### config.mk
export PLATFORM = sky130hd
export DESIGN_NAME = key_click_gesture_detector
export DESIGN_NICKNAME = d
export VERILOG_FILES = /design/src/rtl/kcgd_pkg.sv /design/src/rtl/kcgd_cfg_regs.sv /design/src/rtl/kcgd_key_update.sv /design/src/rtl/key_click_gesture_detector.sv
export SDC_FILE = /design/constraint.sdc
export NUM_CORES = 1
export LEC_CHECK = 0
export CORE_MARGIN = 5
export CORE_UTILIZATION = 30
export CTS_BUF_LIST = sky130_fd_sc_hd__clkbuf_8
export DETAILED_ROUTE_END_ITERATION = 8
export DONT_BUFFER_PORTS = 1
export GPL_ROUTABILITY_DRIVEN = 0
export PLACE_DENSITY = 0.44
export SLEW_MARGIN = 5
export SYNTH_ARGS = -nofsm -noshare
export SYNTH_HDL_FRONTEND = slang
export SYNTH_HIERARCHICAL = 1
export SYNTH_SLANG_ARGS = --single-unit
### constraint.sdc
create_clock -name clk_i -period 9.7 [get_ports clk_i]
set_input_delay 1.94 -clock clk_i [delete_from_list [all_inputs] [get_ports clk_i]]
set_output_delay 1.94 -clock clk_i [all_outputs]
set_load 0.1 [all_outputs]
### src/rtl/kcgd_pkg.sv
package kcgd_pkg;

  localparam int unsigned TimeW   = 32;
  localparam int unsigned MsW     = 16;
  localparam int unsigned KeyIdW  = 4;
  localparam int unsigned FlagW   = 3;
  localparam int unsigned CfgIdxW = 3;
  localparam int unsigned ReqW    = 2;

  typedef enum logic [ReqW-1:0] {
    REQ_UPDATE = 2'd0,
    REQ_FETCH  = 2'd1,
    REQ_CLEAR  = 2'd2
  } req_e;

  typedef enum logic [1:0] {
    EV_NONE   = 2'd0,
    EV_CLICK  = 2'd1,
    EV_DOUBLE = 2'd2,
    EV_LONG   = 2'd3
  } event_e;

  typedef enum logic [CfgIdxW-1:0] {
    CFG_DEBOUNCE  = 3'd0,
    CFG_LONG_MS   = 3'd1,
    CFG_DOUBLE_MS = 3'd2,
    CFG_PRESS_LVL = 3'd3,
    CFG_CLICK_EN  = 3'd4,
    CFG_DOUBLE_EN = 3'd5,
    CFG_LONG_EN   = 3'd6
  } cfg_idx_e;

  localparam logic [FlagW-1:0] FlagClick  = 3'b001;
  localparam logic [FlagW-1:0] FlagDouble = 3'b010;
  localparam logic [FlagW-1:0] FlagLong   = 3'b100;

  typedef struct packed {
    logic [MsW-1:0] debounce_ms;
    logic [MsW-1:0] long_press_ms;
    logic [MsW-1:0] double_click_ms;
    logic           pressed_level;
    logic           click_enable;
    logic           double_click_enable;
    logic           long_press_enable;
  } cfg_t;

  typedef struct packed {
    logic             debounced_level;
    logic             raw_level;
    logic [TimeW-1:0] debounce_stamp;
    logic [TimeW-1:0] press_stamp;
    logic [TimeW-1:0] click_stamp;
    logic             click_waiting;
    logic             long_reported;
    logic [FlagW-1:0] sticky_flags;
  } key_rec_t;

  // Keys come out of reset released: the raw level is high.
  localparam key_rec_t KeyRecReset = '{
    debounced_level: 1'b1,
    raw_level:       1'b1,
    debounce_stamp:  '0,
    press_stamp:     '0,
    click_stamp:     '0,
    click_waiting:   1'b0,
    long_reported:   1'b0,
    sticky_flags:    '0
  };

endpackage

### src/rtl/kcgd_cfg_regs.sv
module kcgd_cfg_regs (
  input  logic                           clk_i,
  input  logic                           rst_ni,
  input  logic                           cfg_we_i,
  input  logic [kcgd_pkg::CfgIdxW-1:0]   cfg_addr_i,
  input  logic [kcgd_pkg::MsW-1:0]       cfg_wdata_i,
  output kcgd_pkg::cfg_t                 cfg_o
);

  kcgd_pkg::cfg_t cfg_q;
  kcgd_pkg::cfg_t cfg_d;

  always_comb begin
    cfg_d = cfg_q;
    if (cfg_we_i) begin
      case (cfg_addr_i)
        kcgd_pkg::CFG_DEBOUNCE:  cfg_d.debounce_ms         = cfg_wdata_i;
        kcgd_pkg::CFG_LONG_MS:   cfg_d.long_press_ms       = cfg_wdata_i;
        kcgd_pkg::CFG_DOUBLE_MS: cfg_d.double_click_ms     = cfg_wdata_i;
        kcgd_pkg::CFG_PRESS_LVL: cfg_d.pressed_level       = cfg_wdata_i[0];
        kcgd_pkg::CFG_CLICK_EN:  cfg_d.click_enable        = cfg_wdata_i[0];
        kcgd_pkg::CFG_DOUBLE_EN: cfg_d.double_click_enable = cfg_wdata_i[0];
        kcgd_pkg::CFG_LONG_EN:   cfg_d.long_press_enable   = cfg_wdata_i[0];
        default: ;
      endcase
    end
  end

  always_ff @(posedge clk_i or negedge rst_ni) begin
    if (!rst_ni) begin
      cfg_q.debounce_ms         <= 16'd20;
      cfg_q.long_press_ms       <= 16'd1000;
      cfg_q.double_click_ms     <= 16'd300;
      cfg_q.pressed_level       <= 1'b0;
      cfg_q.click_enable        <= 1'b1;
      cfg_q.double_click_enable <= 1'b1;
      cfg_q.long_press_enable   <= 1'b1;
    end else begin
      cfg_q <= cfg_d;
    end
  end

  assign cfg_o = cfg_q;

endmodule

### src/rtl/kcgd_key_update.sv
module kcgd_key_update (
  input  kcgd_pkg::cfg_t                   cfg_i,
  input  kcgd_pkg::key_rec_t               rec_i,
  input  logic [kcgd_pkg::ReqW-1:0]        req_i,
  input  logic                             level_i,
  input  logic [kcgd_pkg::TimeW-1:0]       now_i,
  input  logic [kcgd_pkg::FlagW-1:0]       mask_i,
  output kcgd_pkg::key_rec_t               rec_o,
  output kcgd_pkg::event_e                 event_o,
  output logic [kcgd_pkg::FlagW-1:0]       flags_o,
  output logic                             pressed_o
);

  logic [kcgd_pkg::TimeW-1:0] db_diff;
  logic [kcgd_pkg::TimeW-1:0] press_diff;
  logic [kcgd_pkg::TimeW-1:0] click_diff;
  logic                       level_new;
  logic                       db_ok;
  logic                       changed;
  logic                       press_edge;
  logic                       long_ok;
  logic                       click_expired;
  logic                       is_pressed;

  // All time differences wrap modulo 2^32.
  assign db_diff    = now_i - rec_i.debounce_stamp;
  assign press_diff = now_i - rec_i.press_stamp;
  assign click_diff = now_i - rec_i.click_stamp;

  assign level_new = level_i != rec_i.raw_level;
  // A fresh level restarts the debounce stamp at now, so the elapsed time is zero.
  assign db_ok = level_new ? (cfg_i.debounce_ms == '0)
                           : (db_diff >= {16'd0, cfg_i.debounce_ms});
  assign changed    = db_ok && (level_i != rec_i.debounced_level);
  assign press_edge = changed && (level_i == cfg_i.pressed_level);
  assign long_ok    = press_edge ? (cfg_i.long_press_ms == '0)
                                 : (press_diff >= {16'd0, cfg_i.long_press_ms});
  assign click_expired = rec_i.click_waiting &&
                         (click_diff >= {16'd0, cfg_i.double_click_ms});

  always_comb begin
    rec_o      = rec_i;
    event_o    = kcgd_pkg::EV_NONE;
    flags_o    = rec_i.sticky_flags;
    is_pressed = rec_i.debounced_level == cfg_i.pressed_level;
    case (req_i)
      kcgd_pkg::REQ_UPDATE: begin
        if (level_new) begin
          rec_o.raw_level      = level_i;
          rec_o.debounce_stamp = now_i;
        end
        if (changed) begin
          rec_o.debounced_level = level_i;
          if (press_edge) begin
            rec_o.press_stamp   = now_i;
            rec_o.long_reported = 1'b0;
          end else if (rec_i.long_reported) begin
            // The release that ends a long press is silent.
            rec_o.long_reported = 1'b0;
            rec_o.click_waiting = 1'b0;
          end else if (cfg_i.double_click_enable) begin
            if (click_expired) begin
              if (cfg_i.click_enable) begin
                event_o            = kcgd_pkg::EV_CLICK;
                rec_o.sticky_flags = rec_o.sticky_flags | kcgd_pkg::FlagClick;
              end
              rec_o.click_waiting = 1'b0;
            end
            if (!rec_o.click_waiting) begin
              rec_o.click_waiting = 1'b1;
              rec_o.click_stamp   = now_i;
            end else begin
              event_o             = kcgd_pkg::EV_DOUBLE;
              rec_o.sticky_flags  = rec_o.sticky_flags | kcgd_pkg::FlagDouble;
              rec_o.click_waiting = 1'b0;
            end
          end else if (cfg_i.click_enable) begin
            event_o            = kcgd_pkg::EV_CLICK;
            rec_o.sticky_flags = rec_o.sticky_flags | kcgd_pkg::FlagClick;
          end
        end
        is_pressed = rec_o.debounced_level == cfg_i.pressed_level;
        if (cfg_i.long_press_enable && is_pressed && !rec_o.long_reported && long_ok) begin
          rec_o.long_reported = 1'b1;
          rec_o.click_waiting = 1'b0;
          event_o             = kcgd_pkg::EV_LONG;
          rec_o.sticky_flags  = rec_o.sticky_flags | kcgd_pkg::FlagLong;
        end
        // A pending single click times out while the key stays released.
        if (!changed && !is_pressed && cfg_i.double_click_enable && click_expired) begin
          if (cfg_i.click_enable) begin
            event_o            = kcgd_pkg::EV_CLICK;
            rec_o.sticky_flags = rec_o.sticky_flags | kcgd_pkg::FlagClick;
          end
          rec_o.click_waiting = 1'b0;
        end
        flags_o = rec_o.sticky_flags;
      end
      kcgd_pkg::REQ_FETCH: begin
        rec_o.sticky_flags = '0;
      end
      kcgd_pkg::REQ_CLEAR: begin
        rec_o.sticky_flags = rec_i.sticky_flags & ~mask_i;
        flags_o            = rec_o.sticky_flags;
      end
      default: ;
    endcase
  end

  assign pressed_o = is_pressed;

endmodule

### src/rtl/key_click_gesture_detector.sv
// Channel  | Direction | Handshake                  | Word
// in       | input     | in_valid_i / in_ready_o    | req_type, key_id, pin_level, now_ms, clr_mask
// out      | output    | out_valid_o / out_ready_i  | out_key_id, pressed, event_res, key_flags
// cfg      | input     | cfg_we_i (always taken)    | cfg_addr_i, cfg_wdata_i
//
// One word is accepted per cycle while in_ready_o is high. Its key record is read, updated
// and written back while the word sits in the input register, and its result is then
// registered in the result register, from which the output channel presents it.
// Reset puts every key in the released state with cleared flags and restores register defaults.
// A stalled output holds its word; the input stalls only while both the input register and
// the result register hold words and the output is not taken.
module key_click_gesture_detector #(
  parameter int unsigned KEY_COUNT = 4
) (
  input  logic                          clk_i,
  input  logic                          rst_ni,
  input  logic                          cfg_we_i,
  input  logic [kcgd_pkg::CfgIdxW-1:0]  cfg_addr_i,
  input  logic [kcgd_pkg::MsW-1:0]      cfg_wdata_i,
  input  logic                          in_valid_i,
  output logic                          in_ready_o,
  input  logic [kcgd_pkg::ReqW-1:0]     req_type_i,
  input  logic [kcgd_pkg::KeyIdW-1:0]   key_id_i,
  input  logic                          pin_level_i,
  input  logic [kcgd_pkg::TimeW-1:0]    now_ms_i,
  input  logic [kcgd_pkg::FlagW-1:0]    clr_mask_i,
  output logic                          out_valid_o,
  input  logic                          out_ready_i,
  output logic [kcgd_pkg::KeyIdW-1:0]   out_key_id_o,
  output logic                          pressed_o,
  output logic [1:0]                    event_res_o,
  output logic [kcgd_pkg::FlagW-1:0]    key_flags_o
);

  localparam int unsigned KeyIdxW = (KEY_COUNT > 1) ? $clog2(KEY_COUNT) : 1;

  kcgd_pkg::cfg_t cfg;

  logic                          in_valid_q;
  logic [kcgd_pkg::ReqW-1:0]     req_q;
  logic [kcgd_pkg::KeyIdW-1:0]   key_q;
  logic                          level_q;
  logic [kcgd_pkg::TimeW-1:0]    now_q;
  logic [kcgd_pkg::FlagW-1:0]    mask_q;

  logic                          out_valid_q;
  logic [kcgd_pkg::KeyIdW-1:0]   out_key_q;
  logic                          out_pressed_q;
  logic [1:0]                    out_event_q;
  logic [kcgd_pkg::FlagW-1:0]    out_flags_q;

  kcgd_pkg::key_rec_t            keys_q [KEY_COUNT];
  kcgd_pkg::key_rec_t            rec_cur;
  kcgd_pkg::key_rec_t            rec_nxt;
  kcgd_pkg::event_e              upd_event;
  logic [kcgd_pkg::FlagW-1:0]    upd_flags;
  logic                          upd_pressed;

  logic                          advance;
  logic                          in_range;
  logic [KeyIdxW-1:0]            key_idx;

  kcgd_cfg_regs u_cfg_regs (
    .clk_i       (clk_i),
    .rst_ni      (rst_ni),
    .cfg_we_i    (cfg_we_i),
    .cfg_addr_i  (cfg_addr_i),
    .cfg_wdata_i (cfg_wdata_i),
    .cfg_o       (cfg)
  );

  // The result register moves when it is empty or being taken.
  assign advance    = !out_valid_q || out_ready_i;
  assign in_ready_o = !in_valid_q || advance;

  always_ff @(posedge clk_i or negedge rst_ni) begin
    if (!rst_ni) begin
      in_valid_q <= 1'b0;
    end else if (in_ready_o) begin
      in_valid_q <= in_valid_i;
    end
  end

  always_ff @(posedge clk_i) begin
    if (in_valid_i && in_ready_o) begin
      req_q   <= req_type_i;
      key_q   <= key_id_i;
      level_q <= pin_level_i;
      now_q   <= now_ms_i;
      mask_q  <= clr_mask_i;
    end
  end

  assign in_range = {1'b0, key_q} < (kcgd_pkg::KeyIdW + 1)'(KEY_COUNT);
  assign key_idx  = KeyIdxW'(key_q);
  assign rec_cur  = in_range ? keys_q[key_idx] : kcgd_pkg::KeyRecReset;

  kcgd_key_update u_key_update (
    .cfg_i     (cfg),
    .rec_i     (rec_cur),
    .req_i     (req_q),
    .level_i   (level_q),
    .now_i     (now_q),
    .mask_i    (mask_q),
    .rec_o     (rec_nxt),
    .event_o   (upd_event),
    .flags_o   (upd_flags),
    .pressed_o (upd_pressed)
  );

  always_ff @(posedge clk_i or negedge rst_ni) begin
    if (!rst_ni) begin
      for (int i = 0; i < KEY_COUNT; i++) begin
        keys_q[i] <= kcgd_pkg::KeyRecReset;
      end
    end else if (advance && in_valid_q && in_range) begin
      keys_q[key_idx] <= rec_nxt;
    end
  end

  always_ff @(posedge clk_i or negedge rst_ni) begin
    if (!rst_ni) begin
      out_valid_q <= 1'b0;
    end else if (advance) begin
      out_valid_q <= in_valid_q;
    end
  end

  // A key beyond the key count reports zeros apart from its index.
  always_ff @(posedge clk_i) begin
    if (advance && in_valid_q) begin
      out_key_q     <= key_q;
      out_pressed_q <= in_range && upd_pressed;
      out_event_q   <= in_range ? upd_event : kcgd_pkg::EV_NONE;
      out_flags_q   <= in_range ? upd_flags : '0;
    end
  end

  assign out_valid_o  = out_valid_q;
  assign out_key_id_o = out_key_q;
  assign pressed_o    = out_pressed_q;
  assign event_res_o  = out_event_q;
  assign key_flags_o  = out_flags_q;

endmodule

Word level (Yosys, flattened, before mapping)

Index checks and enable logic that the tools add are counted.

Bits of input ports: 66
Bits in registers: 518
Output and inout port bits: 12
Logic and storage cells: 159

Order comparisons: 6
Reductions and logical operators: 33
Bitwise logic cells: 3
Multiplexer cells: 51
Eq/ne operators: 13
Add/sub/neg operators: 3

Operators with widths:

| cell                 | number |
|---|---|
| $bwmux W412          | 1 |
| $mux W103            | 4 |
| $bmux W103 S2        | 1 |
| $demux W103 S2       | 1 |
| $mux W69             | 2 |
| $mux W100            | 1 |
| $mux W33             | 3 |
| $ge A32 B16 Y1       | 3 |
| $mux W32             | 3 |
| $sub A32 B32 Y32     | 3 |
| $logic_not A16 Y1    | 2 |
| $mux W2              | 13 |
| $mux W1              | 19 |
| $reduce_and A2 Y1    | 8 |
| $logic_and A1 B1 Y1  | 14 |
| $eq A3 B3 Y1 const B | 3 |
| $pmux W3 S3          | 1 |
| $eq A3 B2 Y1 const B | 2 |
| $pmux W3 S2          | 1 |
| $logic_not A1 Y1     | 5 |
| $mux W5              | 1 |
| $lt A4 B3 Y1 const B | 1 |
| $and A3 B3 Y3        | 1 |
| $eq A1 B1 Y1         | 3 |
| 11 further kinds     | 13 |

Depth between registers and ports, before layout

Word-level depth: 28
Depth in mapped cells: 29
Mapped depth without buffers: 25

Modules after synthesis

Netlist, hierarchy kept.

Modules (own cells, without submodules):

| module                     | area an instance (um2) | cells an instance | times used | sequential area each (um2) |
|---|---|---|---|---|
| key_click_gesture_detector | 20215.6                | 1185              | 1          | 11931.4 |
| kcgd_key_update            | 9267.6                 | 1343              | 1          | 0.0 |
| kcgd_cfg_regs              | 2165.8                 | 116               | 1          | 1320.0 |

Least setup slack after synthesis

OpenSTA, ideal clock, no wires.

Kind: reg2reg
Start: reg key_q[0] (netlist name)
End: reg keys_q[337] (netlist name)
Path slack: 3.546 ns
Path buffers: 4
Data required time: 9.572 ns
Cell stages (with the launch flop): 30
Period minus slack after synthesis: 6.154 ns
Arrival: 6.027 ns
Library setup time: 0.128 ns
Path through: edfxtp_1 -> buf_2 -> buf_2 -> mux4_2 -> and2_1 -> inv_1 -> ha_1 -> nor2b_4 -> o31a_1 -> o31a_1 -> o21ai_0 -> nand2b_1 -> a21o_1 -> a21oi_1 -> xnor2_1 -> ha_1 -> a21oi_1 -> o21a_1 -> a21o_1 -> a41oi_1 -> a2111oi_0 -> o2111ai_1 -> nor4_1 -> nand4_1 -> or3_4 -> and2_4 -> buf_6 -> buf_6 -> mux2_4 -> mux2_1

RTL lines:

| element                       | RTL line                          | RTL |
|---|---|---|
| start, declared               | key_click_gesture_detector.sv:41  | `logic [kcgd_pkg::KeyIdW-1:0] key_q;` |
| start signal, assigned        | key_click_gesture_detector.sv:87  | `key_q <= key_id_i;` |
| end signal, assigned by index | key_click_gesture_detector.sv:114 | `keys_q[i] <= kcgd_pkg::KeyRecReset;` |
| end signal, assigned by index | key_click_gesture_detector.sv:117 | `keys_q[key_idx] <= rec_nxt;` |
| end, declared                 | key_click_gesture_detector.sv:52  | `kcgd_pkg::key_rec_t keys_q [KEY_COUNT];` |

==> results.toml <==
[route]
ant_nets = 0
num_vias = 21700
routedWlPerCell_um = 23.3
via_per_inst = 5.27
drc = 0
drt_first_iter_violations = 1334
first_pass_iters = 5
drt_wl_total_um = 95900

[timing]
hold_viol = 0
rsz0062_at_grt = "false"
max_freq_ghz = 0.116
setup-violations-final = 0
setup_tns_ps = 0
worst_pin_slew_ps = 1920
period_needed_ps = 8600
drv_slew = 180
finalCritPeriodShare_pct = 88.7
timing.slew.headroom_pct = -28.1
fin_worst_skew_ps = 53.1

[clocking]
cts_buffers = 97
cts_setup_buffers = 0
cts.sink_count = 518
cts_resized = 0
cts_hold_buf = 0
path_clk_slew_ps = 60
clkLatencyLatePin_ps = 740
htree_levels = 3
cts_root_buffer = "clkbuf_8"
cts_tree = "done"
cts_buffer_depth = 3

[floorplan]
dieArea_sq_um = 112000
rows = 119
die_w_um = 335
die_h_um = 335
core_area_sq_um = 105000
start_util_pct = 30.2
ios = 78

[synthesis]
synth.avg_cell_area_sq_um = 12.0
syn_inst = 2644
synth_top_family_by_area = "multiplexers"
ys_warn_count = 6
synthTopCellsByCount = "443 x dfrtp_1, 282 x mux2_1, 217 x mux2_2"
syn_area_sq_um = 31600
yosysMostFrequentCell = "dfrtp_1"
synth_seq_cells = 518
synth_edf_count = 52
ys.flop_type = "dfrtp_1"
synth-adder-area-share_pct = 5.76
muxShareOfSynthArea_pct = 28.2
synth_area_leaders = "dfrtp_1 35%, mux2_1 10%, mux2_2 7.7%, mux4_2 7.3%, ha_1 5.6%"
synth_top_area_share_pct = 35.0
yosys.area_share.simple_pct = 9.03
yosysSeqAreaShare_pct = 41.9
synth_cell_types = 90
synthXorXnorAreaFrac_pct = 1.69
synth_compound_area_share_pct = 8.81
yosysTopAreaCell = "dfrtp_1"
syn_nets = 2854
ys_async_sr_fraction_pct = 90.0

[critical_path]
path_buf_inv = 2
end_kind = "register"
path_cells = "buf_4 -> mux4_2 -> and2_1 -> inv_1 -> ha_1 -> nor2b_4 -> o31a_1 -> o31ai_4 -> o22ai_2 -> o41ai_1 -> xnor2_1 -> ha_1 -> a21oi_1 -> nor4b_1 -> o2111ai_1 -> a2111oi_0 -> o2111ai_1 -> nor4_1 -> nand4_1 -> o41ai_1 -> a221oi_1 -> a31o_2 -> mux2_2"
required_ps = 10310
start_kind = "register"
crit_type = "register to register"
cp_max_fo = 14
cp.arrival_ps = 9220
slowest_delay_ps = 990
cp_slowest_cell = "edfxtp_1"
crit_family = "compound AO/OA/AOI/OAI gates"

[global_routing]
grt_usage_pct = 16.9
antenna_found_initial = 6
overflow = 0
grt_pass1_vias = 23200
grt_pass1_wl_um = 146000
grt_max_degree = 467

[run_status]
status = "complete, but fails checks"
violations = "max-slew violations"

[finish]
fin_area_sq_um = 34900
finalNetCount = 2843
syn2layout_area_growth_pct = 10.3
post_route_cells_drive_above_1_share_pct = 22.2

[placed_design]
dp_hpwl_um = 65200
io_buffers = 0
place_area_sq_um = 32900

[job]
max-cap-violations = 0

[power_and_ir_drop]
power_leakage_nw = 15.8
peakVddDrop_mv = 0.0887
powerDensity_nw_per_um2 = 159

[worst_hold_path]
hold_path.class = "register to register"
==> cells in the final DEF, fill, tap and decap left out, types with 13 or more instances in the layout <==
master	n
a211oi_1	19
a21o_1	42
a21oi_1	131
a31oi_1	13
and2_1	113
buf_4	19
clkbuf_8	129
clkinv_2	13
dfrtp_1	443
dfstp_2	23
edfxtp_1	52
ha_1	141
inv_1	190
mux2_1	282
mux2_2	217
mux2_4	59
mux4_2	103
nand2_1	101
nand2b_1	25
nand3_1	38
nand4_1	35
nor2_1	80
nor2b_1	17
nor3_1	26
nor4_1	20
o211ai_1	14
o21a_1	15
o21ai_0	79
xnor2_1	35
xor2_1	26
==> logic make-up (layout without fill, tap and decap cells) <==
| family | count (synthesis) | count (layout) |
|---|---|---|
| simple gates | 522 | 522 |
| fa+ha+maj | 144 | 144 |
| other cells | 0 | 5 |
| xor+xnor | 61 | 61 |
| mux | 671 | 671 |
| compound gates | 425 | 425 |
| flops | 518 | 518 |
| buf+inv | 303 | 371 |
==> path summary, 6_finish.rpt <==
check | from | end | depth (start not counted) | slack, ps
min in group asynchronous | rst_ni | out_valid_o | 0 | 910
hold / removal | keys_q[192] | keys_q[192] | 1 | 480
hold reg to reg | keys_q[192] | keys_q[192] | 1 | 480
max in group asynchronous | rst_ni | keys_q[99] | 0 | 7250
setup / recovery | key_q[0] | keys_q[0] | 23 | 1100
setup reg to reg | key_q[0] | keys_q[0] | 23 | 1100
==> worst register-to-register path, cell delays in order (launching register included) <==
cell       delay [ps]
edfxtp_1          990
buf_4             380
mux4_2            560
and2_1            220
inv_1              90
ha_1              240
nor2b_4           130
o31a_1            320
o31ai_4           310
o22ai_2           210
o41ai_1           690
xnor2_1           150
ha_1              240
a21oi_1           170
nor4b_1           480
o2111ai_1         180
a2111oi_0         460
o2111ai_1         210
nor4_1            300
nand4_1           340
o41ai_1           940
a221oi_1          330
a31o_2            320
mux2_2            260
==> power breakdown <==
| part | internal, mW | leakage [nW] | switching [mW] |
|---|---|---|---|
| clock | 1.21 | 1.15 | 0.966 |
| sequential | 2.36 | 6.82 | 0.154 |
| combinational | 0.390 | 7.83 | 0.467 |
| total | 3.97 | 15.8 | 1.59 |
==> area by class of cell <==
cell class	instances	area, sq um
fillers	10500	70000
multi-input cells	1823	17000
flip-flops and latches	518	13300
clock buffers	129	1780
well taps	1391	1740
inverters	166	623
repair buffers	27	303
clock inverters	49	262
diodes	5	12.5
==> state kept, by name (all words and copies together) (netlist names) <==
signal and count:
level_q 1, event_res_o 2, out_valid_o 1, key_q 4
key_flags_o 3, mask_q 3, u_cfg_regs/cfg_o 52, pressed_o 1
keys_q 412, req_q 2, in_valid_q 1, out_key_id_o 4
now_q 32
==> metrics by stage <==
stage | hold WS [ps] | util [%] | worst slack [ps] | power [mW] | cells
after global placement | 468 | 31.3 | 1230 | 3.39 | 3925
after global routing | 497 | 33.3 | 710 | 5.84 | 4106
after CTS | 489 | 33.3 | 1130 | 5.65 | 4103
after floorplan | 421 | - | 3550 | 3.13 | 2644
final | 483 | 33.3 | 1100 | 5.55 | 4108
after detailed placement | 477 | 31.3 | 1150 | 3.41 | 3925
==> layer usage <==
metal | up-vias | wire length, um | part of all wire (%) | track usage [%]
met3 | 157 | 3900 | 4.1 | 2.65
met2 | 507 | 44300 | 46 | 27.3
met4 | 2 | 2910 | 3.0 | 5.55
met1 | 11200 | 44800 | 47 | 23.3
met5 | - | 13 | 0.014 | 0
li1 | 9762 | - | - | -
Power figures use the tool's default switching activity.
